[config.mk]
export PLATFORM = sky130hd
export DESIGN_NAME = audio_capture_ring_writer
export DESIGN_NICKNAME = d
export VERILOG_FILES = /design/src/rtl/acrw_pkg.sv /design/src/rtl/audio_capture_ring_writer.sv /design/src/rtl/acrw_regs.sv /design/src/rtl/acrw_ctrl.sv /design/src/rtl/acrw_dp.sv
export SDC_FILE = /design/constraint.sdc
export NUM_CORES = 2
export LEC_CHECK = 0
export BUFFER_PORTS_ARGS = -buffer_cell sky130_fd_sc_hd__clkbuf_2
export CELL_PAD_IN_SITES_DETAIL_PLACEMENT = 0
export CELL_PAD_IN_SITES_GLOBAL_PLACEMENT = 1
export CORE_MARGIN = 5
export CORE_UTILIZATION = 43
export DETAILED_ROUTE_END_ITERATION = 7
export MAX_ROUTING_LAYER = met4
export PLACE_DENSITY = 0.88
export RECOVER_POWER = 50
export SLEW_MARGIN = 20
export SYNTH_ARGS = -nofsm -noshare
export SYNTH_HDL_FRONTEND = slang
export SYNTH_SLANG_ARGS = --single-unit
[constraint.sdc]
create_clock -name clk -period 6.5 [get_ports clk]
set_input_delay 0.325 -clock clk [delete_from_list [all_inputs] [get_ports clk]]
set_output_delay 0.325 -clock clk [all_outputs]
set_load 0.05 [all_outputs]
[src/rtl/acrw_pkg.sv]
// Package for the audio capture ring writer.
// Holds widths, register indexes, controller states and the structs shared
// by the register file, controller and datapath. No dependencies.
package acrw_pkg;

	localparam int unsigned SampleW  = 32;
	localparam int unsigned CountW   = 32;
	localparam int unsigned OffsetW  = 16;
	localparam int unsigned AddrW    = 32;
	localparam int unsigned InDataW  = 96;
	localparam int unsigned OutDataW = 144;
	localparam int unsigned OutUserW = 3;
	localparam int unsigned CfgAddrW = 5;
	localparam int unsigned CfgDataW = 32;

	// The header offset is reduced from offset + advance + capacity, which needs 18 bits.
	localparam int unsigned NumW     = OffsetW + 2;
	localparam int unsigned RemW     = OffsetW + 1;
	localparam int unsigned DivSteps = NumW;
	localparam int unsigned DivCntW  = $clog2(DivSteps);

	typedef enum logic [2:0] {
		REG_CAPTURE_EN = 3'd0,
		REG_CAPACITY   = 3'd1,
		REG_START      = 3'd2,
		REG_ADVANCE    = 3'd3,
		REG_BLOCK_LEN  = 3'd4,
		REG_BASE       = 3'd5
	} acrw_reg_t;

	typedef enum logic [2:0] {
		ST_IDLE,
		ST_CNT1,
		ST_CNT2,
		ST_DIV,
		ST_FIN
	} acrw_state_t;

	typedef struct packed {
		logic               capture_en;
		logic [OffsetW-1:0] capacity;
		logic [OffsetW-1:0] start_offset;
		logic [OffsetW-1:0] advance;
		logic [OffsetW-1:0] block_len;
		logic [AddrW-1:0]   base;
	} acrw_cfg_t;

	typedef struct packed {
		logic accept;
		logic cnt1;
		logic cnt2;
		logic div_step;
		logic finish;
	} acrw_cmd_t;

	typedef struct packed {
		logic need_adv;
	} acrw_status_t;

endpackage

[src/rtl/audio_capture_ring_writer.sv]
// Audio capture ring writer, top level.
// Instantiates acrw_regs, acrw_ctrl and acrw_dp; depends on acrw_pkg.
//
// Samples enter on the s_ stream, one per transfer, and are grouped into
// blocks of the configured length. Every accepted sample gives exactly one
// result on the m_ stream: a ring memory write (address and data) when the
// block is captured, and at the block's last sample the header write-back
// with tlast set. Configuration is to be written over the APB-style port
// only while the block is idle; the block itself does not enforce this.
// Unless a header update follows, a result is registered and shown in the
// cycle after its sample is accepted, and samples are taken one per cycle
// while the receiver keeps up. A captured block's last sample with a nonzero
// header advance gives its result after the count update (CNT1, CNT2), the
// bit-serial reduction of the header offset modulo the ring capacity, one bit
// per cycle, and the result load in FIN; meanwhile no sample is accepted.
// The output register lets a new sample be accepted in the cycle in which
// the previous result is taken; while the receiver stalls with a result
// waiting, the input is held off. Reset clears the header, ring index, block
// position and all configuration registers (block length reads as one).
module audio_capture_ring_writer import acrw_pkg::*; (
	input  logic                clk,
	input  logic                arst_n,
	input  logic                psel,
	input  logic                penable,
	input  logic                pwrite,
	input  logic [CfgAddrW-1:0] paddr,
	input  logic [CfgDataW-1:0] pwdata,
	output logic [CfgDataW-1:0] prdata,
	output logic                pready,
	input  logic                s_tvalid,
	output logic                s_tready,
	// sample[31:0], host_total_count[63:32], host_lost_count[95:64]
	input  logic [InDataW-1:0]  s_tdata,
	output logic                m_tvalid,
	input  logic                m_tready,
	// write_address[31:0], sample_data[63:32], new_write_offset[79:64],
	// new_total_count[111:80], new_lost_count[143:112]
	output logic [OutDataW-1:0] m_tdata,
	// write_valid[0], header_valid[1], header_cleared[2]
	output logic [OutUserW-1:0] m_tuser,
	output logic                m_tlast
);

	acrw_cfg_t    cfg;
	acrw_cmd_t    cmd;
	acrw_status_t status;

	acrw_regs u_regs (
		.clk     (clk),
		.arst_n  (arst_n),
		.psel    (psel),
		.penable (penable),
		.pwrite  (pwrite),
		.paddr   (paddr),
		.pwdata  (pwdata),
		.prdata  (prdata),
		.pready  (pready),
		.cfg     (cfg)
	);

	acrw_ctrl u_ctrl (
		.clk      (clk),
		.arst_n   (arst_n),
		.s_tvalid (s_tvalid),
		.s_tready (s_tready),
		.m_tvalid (m_tvalid),
		.m_tready (m_tready),
		.status   (status),
		.cmd      (cmd)
	);

	acrw_dp u_dp (
		.clk     (clk),
		.arst_n  (arst_n),
		.cfg     (cfg),
		.cmd     (cmd),
		.status  (status),
		.s_tdata (s_tdata),
		.m_tdata (m_tdata),
		.m_tuser (m_tuser),
		.m_tlast (m_tlast)
	);

endmodule

[src/rtl/acrw_regs.sv]
// Configuration register file with an APB-style port.
// Depends on acrw_pkg for the register indexes and the configuration struct.
module acrw_regs import acrw_pkg::*; (
	input  logic                clk,
	input  logic                arst_n,
	input  logic                psel,
	input  logic                penable,
	input  logic                pwrite,
	input  logic [CfgAddrW-1:0] paddr,
	input  logic [CfgDataW-1:0] pwdata,
	output logic [CfgDataW-1:0] prdata,
	output logic                pready,
	output acrw_cfg_t           cfg
);

	acrw_cfg_t  cfg_q;
	logic       wr_en;
	logic [2:0] idx;

	assign pready = 1'b1;
	assign wr_en  = psel && penable && pwrite && pready;
	assign idx    = paddr[CfgAddrW-1:2];
	assign cfg    = cfg_q;

	always_ff @(posedge clk or negedge arst_n) begin
		if (!arst_n) begin
			cfg_q.capture_en   <= 1'b0;
			cfg_q.capacity     <= '0;
			cfg_q.start_offset <= '0;
			cfg_q.advance      <= '0;
			cfg_q.block_len    <= OffsetW'(1);
			cfg_q.base         <= '0;
		end else if (wr_en) begin
			unique case (idx)
				REG_CAPTURE_EN: cfg_q.capture_en   <= pwdata[0];
				REG_CAPACITY:   cfg_q.capacity     <= pwdata[OffsetW-1:0];
				REG_START:      cfg_q.start_offset <= pwdata[OffsetW-1:0];
				REG_ADVANCE:    cfg_q.advance      <= pwdata[OffsetW-1:0];
				REG_BLOCK_LEN:  cfg_q.block_len    <= pwdata[OffsetW-1:0];
				REG_BASE:       cfg_q.base         <= pwdata[AddrW-1:0];
				default: ;
			endcase
		end
	end

	always_comb begin
		unique case (idx)
			REG_CAPTURE_EN: prdata = {{(CfgDataW-1){1'b0}}, cfg_q.capture_en};
			REG_CAPACITY:   prdata = {{(CfgDataW-OffsetW){1'b0}}, cfg_q.capacity};
			REG_START:      prdata = {{(CfgDataW-OffsetW){1'b0}}, cfg_q.start_offset};
			REG_ADVANCE:    prdata = {{(CfgDataW-OffsetW){1'b0}}, cfg_q.advance};
			REG_BLOCK_LEN:  prdata = {{(CfgDataW-OffsetW){1'b0}}, cfg_q.block_len};
			REG_BASE:       prdata = cfg_q.base;
			default:        prdata = '0;
		endcase
	end

endmodule

[src/rtl/acrw_ctrl.sv]
// Controller state machine for the audio capture ring writer.
// Sequences transfers, the header count update and the offset reduction.
// Depends on acrw_pkg for states, commands and status.
module acrw_ctrl import acrw_pkg::*; (
	input  logic         clk,
	input  logic         arst_n,
	input  logic         s_tvalid,
	output logic         s_tready,
	output logic         m_tvalid,
	input  logic         m_tready,
	input  acrw_status_t status,
	output acrw_cmd_t    cmd
);

	localparam logic [DivCntW-1:0] DivLast = DivCntW'(DivSteps - 1);

	acrw_state_t        state_q, state_d;
	logic [DivCntW-1:0] div_cnt_q;
	logic               out_valid_q;

	always_ff @(posedge clk or negedge arst_n) begin
		if (!arst_n) begin
			state_q <= ST_IDLE;
		end else begin
			state_q <= state_d;
		end
	end

	always_comb begin
		state_d  = state_q;
		cmd      = '0;
		s_tready = 1'b0;
		unique case (state_q)
			ST_IDLE: begin
				s_tready   = !out_valid_q || m_tready;
				cmd.accept = s_tvalid && s_tready;
				if (cmd.accept && status.need_adv) begin
					state_d = ST_CNT1;
				end
			end
			ST_CNT1: begin
				cmd.cnt1 = 1'b1;
				state_d  = ST_CNT2;
			end
			ST_CNT2: begin
				cmd.cnt2 = 1'b1;
				state_d  = ST_DIV;
			end
			ST_DIV: begin
				cmd.div_step = 1'b1;
				if (div_cnt_q == DivLast) begin
					state_d = ST_FIN;
				end
			end
			ST_FIN: begin
				cmd.finish = 1'b1;
				state_d    = ST_IDLE;
			end
			default: state_d = ST_IDLE;
		endcase
	end

	always_ff @(posedge clk or negedge arst_n) begin
		if (!arst_n) begin
			div_cnt_q <= '0;
		end else if (state_q == ST_DIV) begin
			div_cnt_q <= div_cnt_q + DivCntW'(1);
		end else begin
			div_cnt_q <= '0;
		end
	end

	always_ff @(posedge clk or negedge arst_n) begin
		if (!arst_n) begin
			out_valid_q <= 1'b0;
		end else if ((cmd.accept && !status.need_adv) || cmd.finish) begin
			out_valid_q <= 1'b1;
		end else if (m_tready) begin
			out_valid_q <= 1'b0;
		end
	end

	assign m_tvalid = out_valid_q;

`ifndef SYNTHESIS
	a_adv_holds_result: assert property (@(posedge clk) disable iff (!arst_n)
		cmd.accept && status.need_adv |=> !out_valid_q)
		else $error("result shown before the header update finished");
	a_fin_shows_result: assert property (@(posedge clk) disable iff (!arst_n)
		state_q == ST_FIN |=> out_valid_q && state_q == ST_IDLE)
		else $error("header update finished without a result");
	a_div_starts_clean: assert property (@(posedge clk) disable iff (!arst_n)
		state_q == ST_CNT2 |=> state_q == ST_DIV && div_cnt_q == '0)
		else $error("offset reduction started with a stale step count");
	a_no_accept_busy: assert property (@(posedge clk) disable iff (!arst_n)
		state_q != ST_IDLE |-> !cmd.accept)
		else $error("transfer accepted during the header update");
`endif

endmodule

[src/rtl/acrw_dp.sv]
// Datapath for the audio capture ring writer: block and ring state, header
// registers, the count update, a bit-serial offset reduction and the output register.
// Depends on acrw_pkg; driven by commands from acrw_ctrl.
module acrw_dp import acrw_pkg::*; (
	input  logic                clk,
	input  logic                arst_n,
	input  acrw_cfg_t           cfg,
	input  acrw_cmd_t           cmd,
	output acrw_status_t        status,
	input  logic [InDataW-1:0]  s_tdata,
	output logic [OutDataW-1:0] m_tdata,
	output logic [OutUserW-1:0] m_tuser,
	output logic                m_tlast
);

	logic signed [SampleW-1:0] sample;
	logic [CountW-1:0]         host_total, host_lost;

	logic [OffsetW-1:0] hoff_q, ridx_q, pos_q;
	logic [CountW-1:0]  htot_q, hlost_q, lat_t_q, lat_l_q;
	logic               acc_q, dis_q;

	logic [CountW-1:0]  diff_q, lost_sum_q, total_sum_q;
	logic               lost_upd_q;
	logic [NumW-1:0]    num_q;
	logic [RemW-1:0]    rem_q;

	logic                      o_wv_q, o_hv_q, o_hc_q, o_last_q;
	logic [AddrW-1:0]          o_addr_q;
	logic signed [SampleW-1:0] o_data_q;
	logic [OffsetW-1:0]        o_off_q;
	logic [CountW-1:0]         o_tot_q, o_lost_q;

	logic               first_blk, acc_new, acc_e, dis_e, last;
	logic [RemW-1:0]    first_sum, cap_w, pos_inc, ri_inc, rem_sh;
	logic [OffsetW-1:0] first_slot, ri_e, ri_next, len, off_new;
	logic [AddrW-1:0]   addr;
	logic [CountW-1:0]  cap_c, adv_c, diff;

	assign sample     = s_tdata[SampleW-1:0];
	assign host_total = s_tdata[SampleW+CountW-1:SampleW];
	assign host_lost  = s_tdata[InDataW-1:SampleW+CountW];

	assign cap_w      = {1'b0, cfg.capacity};
	assign cap_c      = {{(CountW-OffsetW){1'b0}}, cfg.capacity};
	assign adv_c      = {{(CountW-OffsetW){1'b0}}, cfg.advance};
	assign first_blk  = pos_q == '0;
	assign first_sum  = {1'b0, hoff_q} + {1'b0, cfg.start_offset};
	assign acc_new    = cfg.capture_en && cfg.capacity != '0 && cfg.block_len != '0 &&
	                    cfg.block_len <= cfg.capacity && first_sum <= cap_w;
	assign acc_e      = first_blk ? acc_new : acc_q;
	assign dis_e      = first_blk ? !cfg.capture_en : dis_q;
	assign first_slot = (first_sum == cap_w) ? '0 : first_sum[OffsetW-1:0];
	assign ri_e       = (first_blk && acc_new) ? first_slot : ridx_q;
	assign len        = (cfg.block_len == '0) ? OffsetW'(1) : cfg.block_len;
	assign pos_inc    = {1'b0, pos_q} + RemW'(1);
	assign last       = pos_inc >= {1'b0, len};
	assign ri_inc     = {1'b0, ri_e} + RemW'(1);
	assign ri_next    = (ri_inc >= cap_w) ? '0 : ri_inc[OffsetW-1:0];
	assign addr       = cfg.base + {{(AddrW-OffsetW-2){1'b0}}, ri_e, 2'b00};
	assign diff       = htot_q - lat_t_q;
	assign rem_sh     = {rem_q[RemW-2:0], num_q[NumW-1]};
	assign off_new    = (cfg.capacity != '0) ? rem_q[OffsetW-1:0] : hoff_q;

	assign status.need_adv = acc_e && last && cfg.advance != '0;

	always_ff @(posedge clk or negedge arst_n) begin
		if (!arst_n) begin
			hoff_q  <= '0;
			htot_q  <= '0;
			hlost_q <= '0;
			ridx_q  <= '0;
			pos_q   <= '0;
			acc_q   <= 1'b0;
			dis_q   <= 1'b0;
			lat_t_q <= '0;
			lat_l_q <= '0;
		end else begin
			if (cmd.accept) begin
				if (first_blk) begin
					lat_t_q <= host_total;
					lat_l_q <= host_lost;
					acc_q   <= acc_new;
					dis_q   <= !cfg.capture_en;
				end
				if (acc_e) begin
					ridx_q <= ri_next;
				end
				pos_q <= last ? '0 : pos_inc[OffsetW-1:0];
				if (last && !acc_e && dis_e) begin
					hoff_q <= '0;
					htot_q <= '0;
				end
			end
			if (cmd.cnt2) begin
				if (lost_upd_q) begin
					hlost_q <= ((lost_sum_q - lat_l_q) < (hlost_q - lat_l_q)) ?
					           lat_l_q - CountW'(1) : lost_sum_q;
				end
				htot_q <= ((total_sum_q - lat_t_q) < diff_q) ?
				          lat_t_q - CountW'(1) : total_sum_q;
			end
			if (cmd.finish) begin
				hoff_q <= off_new;
			end
		end
	end

	always_ff @(posedge clk) begin
		if (cmd.cnt1) begin
			diff_q      <= diff;
			lost_upd_q  <= diff >= cap_c;
			lost_sum_q  <= hlost_q + adv_c;
			total_sum_q <= htot_q + adv_c;
			num_q       <= {2'b00, hoff_q} + {2'b00, cfg.advance} + {2'b00, cfg.capacity};
			rem_q       <= '0;
		end else if (cmd.div_step) begin
			rem_q <= (rem_sh >= cap_w) ? rem_sh - cap_w : rem_sh;
			num_q <= {num_q[NumW-2:0], 1'b0};
		end
	end

	always_ff @(posedge clk) begin
		if (cmd.accept) begin
			o_wv_q   <= acc_e;
			o_addr_q <= acc_e ? addr : '0;
			o_data_q <= acc_e ? sample : '0;
			o_last_q <= last;
			o_hv_q   <= last && (acc_e || dis_e);
			o_hc_q   <= last && !acc_e && dis_e;
			o_off_q  <= (last && acc_e) ? hoff_q : '0;
			o_tot_q  <= (last && acc_e) ? htot_q : '0;
			o_lost_q <= (last && (acc_e || dis_e)) ? hlost_q : '0;
		end else if (cmd.finish) begin
			o_off_q  <= off_new;
			o_tot_q  <= htot_q;
			o_lost_q <= hlost_q;
		end
	end

	assign m_tdata = {o_lost_q, o_tot_q, o_off_q, o_data_q, o_addr_q};
	assign m_tuser = {o_hc_q, o_hv_q, o_wv_q};
	assign m_tlast = o_last_q;

endmodule
==> results_dict.tcl <==
set metrics [dict create \
    cp_top_family "compound AO/OA/AOI/OAI gates" \
    vias_per_cell 5.70 \
    placed_cells 5404 \
    ys_seq_elements 563 \
    antenna_found_initial 3 \
    first_pass_iters 5 \
    min_path_type "in2reg" \
    synth_edf_count 263 \
    status "finished with violations" \
    wl_um 120000 \
    layout_min_cycle_time_ns 6.69 \
    ys.flop_type "dfrtp_1" \
    synth_xor_area_frac 0.0717 \
    violations "capacitance limit, slew limit, setup timing" \
    nFillCells 8107 \
    timing.hold.ws_ns 0.0284 \
    ioPinCount 323 \
    cts_tree "done" \
    grt.met2_usage 0.390 \
    drc 0 \
    dieArea_um2 95300 \
    ctsLongestPathBuffers 3 \
    critical_path_class "reg2reg" \
    cts_root_buffer "clkbuf_16" \
    top_register "u_regs.cfg" \
    holdCritStartpoint "s_tdata[24]" \
    synthSimpleGateAreaFrac 0.155 \
    holdPathStages 2 \
    synth_compound_area_frac 0.150 \
    synth_cell_types 83 \
    netlist_instances 3954 \
    die_h_um 309 \
    ys_seq_area_frac 0.399 \
    clk_pin_slew_worst_paths_ns 0.06 \
    clk_latency_ns 0.63 \
    p_leak_nw 20.0 \
    slew_headroom -2.60 \
    final_area_um2 45200 \
    synth_mux_area_frac 0.0577 \
    layout-drive-gt1-share 0.124 \
    dp_hpwl_um 89100 \
    p_per_area_nw_per_um2 631 \
    cpMostUsedCell "a21oi_2" \
    ant_nets 0 \
    regToRegEndpoint "u_dp.o_addr_q[21]" \
    cts_buffers 69 \
    synth_warnings 0 \
    routedWlPerCell_um 21.2 \
    fmax_ghz 0.149 \
    setup_viol 26 \
    fin_cells 5650 \
    io_buffers 319 \
    endpoint_kind "flip-flop" \
    clkSinkCount 563 \
    max_cap_violations 4 \
    critPathBufInv 3 \
    largest_reg_flops 97 \
    gr-total-overflow 0 \
    vias 32200 \
    grt_pass1_vias 30800 \
    track_usage 0.248 \
    setup_slack_ns -0.193 \
    grt_max_degree 117 \
    core_um2 88500 \
    vdd_drop_max_mv 0.874 \
    cp-start-kind "flip-flop" \
    yosys.area.top_type_share 0.206 \
    yosys-top-cells-area "edfxtp_1 21%, dfrtp_1 18%, ha_1 13%, xnor2_1 5.0%, o21ai_0 3.8%" \
    crit_fanout 6 \
    rr_startpoint "u_dp.hoff_q[0]" \
    ys_async_sr_fraction 0.504 \
    cp.required_ns 6.97 \
    met1_usage 0.325 \
    hold_violations 0 \
    synth_area_um2 38400 \
    syn_area_per_cell_um2 9.70 \
    dr.first_iter.drc_count 2936 \
    finalCritPeriodShare 1.03 \
    max_stage_delay_ns 0.42 \
    critPathSlowestCell "a211o_4" \
    fin_skew_ns 0.0387 \
    crit_arrival_ns 7.16 \
    slew_violations 252 \
    placed_area_um2 41700 \
    gp_congestion 0.967 \
    rsz0062_at_grt "yes" \
    top_usage_layer "met2" \
    start_util 0.433 \
    areaGrowthSynthToFinish_pct 17.8 \
    reg2regPathDepth 31 \
    worst_pin_slew_ns 5.41 \
    yosysTopAreaCell "edfxtp_1" \
    dieWidth_um 309 \
    synthAdderAreaFrac 0.131 \
    syn_nets 4490 \
    rows 109 \
    synth_top_family_by_area "simple AND/OR/NAND/NOR gates" \
    grt_pass1_wl_um 180000 \
    fin_nets 4966 \
    min_to "u_dp.o_data_q[24]" \
    htree_num_levels 3 \
    r2r_slack_ns -0.19 \
    grtUsageMet3 0.0444 \
]
routing by layer:
metal	part of all wire	wire length (um)
met5	0	0
met4	0.038	4510
met3	0.081	9660
met2	0.46	54800
met1	0.42	50600
worst max path at each step:
| stage | start | endpoint | slack [ns] | depth (start not counted) |
|---|---|---|---|---|
| 2_1_floorplan | u_dp.hoff_q[0] | u_dp.o_addr_q[26] | 0.11 | 34 |
| 3_3_place_gp | u_regs.cfg[64] | u_dp.ridx_q[0] | -0.14 | 33 |
| 3_5_place_dp | u_regs.cfg[64] | u_dp.ridx_q[8] | -0.16 | 33 |
| 4_1_cts | u_regs.cfg[64] | u_dp.o_addr_q[31] | 0.009 | 31 |
| 5_1_grt | u_regs.cfg[64] | u_dp.o_addr_q[26] | -0.56 | 33 |
| 6_report | u_dp.hoff_q[0] | u_dp.o_addr_q[21] | -0.19 | 31 |
kinds of logic after synthesis:
family | count (synthesis)
compound gates | 912
xor+xnor | 314
fa+ha+maj | 396
buf+inv | 350
flops | 563
mux | 208
other cells | 1
simple gates | 1210
layout make-up:
cell class / count / area, um2 / area share
inverters: 237 / 897 / 0.0199
diodes: 1 / 2.50 / 0.0000554
clock buffers: 85 / 1840 / 0.0406
well taps: 1165 / 1460 / 0.0323
clock inverters: 40 / 392 / 0.00867
flip-flops and latches: 563 / 15300 / 0.339
multi-input cells: 3042 / 22100 / 0.489
repair buffers: 517 / 3190 / 0.0705
cells in the final DEF, fill, tap and decap left out, types with 19 or more instances in the layout:
| cell type | Yosys | layout |
|---|---|---|
| o21ai_0 | 290 | 280 |
| a31oi_1 | 21 | 19 |
| a21o_1 | 122 | 122 |
| o22ai_1 | 46 | 46 |
| or3_1 | 25 | 22 |
| and3_1 | 57 | 57 |
| a22o_1 | 33 | 33 |
| o21bai_1 | 20 | 19 |
| o21a_1 | 25 | 25 |
| clkbuf_1 | 96 | 182 |
| xor2_1 | 97 | 97 |
| o211ai_1 | 24 | 24 |
| edfxtp_1 | 263 | 263 |
| nand3_1 | 100 | 99 |
| and2_1 | 52 | 51 |
| a211oi_1 | 24 | 24 |
| nor4_1 | 32 | 31 |
| mux2i_1 | 104 | 101 |
| nor3_1 | 77 | 76 |
| buf_4 | 5 | 85 |
| dlygate4sd3_1 | 0 | 99 |
| clkbuf_16 | 0 | 70 |
| nor2b_1 | 109 | 106 |
| nand2_1 | 379 | 375 |
| nor2_1 | 226 | 224 |
| ha_1 | 385 | 379 |
| nand4_1 | 51 | 51 |
| mux2_2 | 104 | 102 |
| nand2b_1 | 45 | 44 |
| clkbuf_2 | 0 | 151 |
| xnor2_1 | 217 | 215 |
| a21oi_1 | 185 | 171 |
| inv_1 | 237 | 232 |
| dfrtp_1 | 283 | 283 |
cells in the mapped netlist, types with 8 or more instances:
cell type  number
and4_1         11
dfrtp_1       283
o31ai_1        10
clkbuf_1       96
nand2b_1       45
inv_1         237
or3_1          25
a22o_1         33
mux2_2        104
or2_2          14
ha_1          385
and2_1         52
a21boi_0       13
xnor2_1       217
nor2b_1       109
o21ai_0       290
o2bb2ai_1       8
nand2_1       379
nor2_1        226
and3_1         57
nor3_1         77
o21bai_1       20
a31oi_1        21
fa_1           11
dfxtp_1        16
o21a_1         25
o22ai_1        46
nor4_1         32
nand4_1        51
mux2i_1       104
a22oi_1        16
edfxtp_1      263
nand3_1       100
a21oi_1       185
a21o_1        122
o211ai_1       24
a211oi_1       24
xor2_1         97
where the power goes:
| part | switching (mW) | internal, mW |
|---|---|---|
| logic | 10.3 | 7.75 |
| registers | 1.23 | 5.31 |
| clock network | 1.62 | 2.26 |
| total | 13.2 | 15.3 |
through the flow:
| stage | setup slack (ns) | total power [mW] | utilization | setup TNS [ns] |
|---|---|---|---|---|
| after global placement | -0.141 | 23.9 | 0.471 | -1.83 |
| after floorplan | 0.107 | 19.5 | - | 0 |
| after global routing | -0.559 | 30.7 | 0.511 | -43.80 |
| after detailed placement | -0.161 | 24.2 | 0.471 | -2.29 |
| after CTS | 0.00940 | 28.3 | 0.509 | 0 |
| final | -0.193 | 28.5 | 0.511 | -3.67 |
what timing repair did:
item,in CTS,in global routing
cloned,0,2
hold buffers,99,0
buffers inserted,5,14
pin swaps,4,45
setup endpoints to repair,25,100
endpoints found under the hold margin,201,0
resized for setup,6,65
Note: power is estimated with default switching activity, not from simulation.
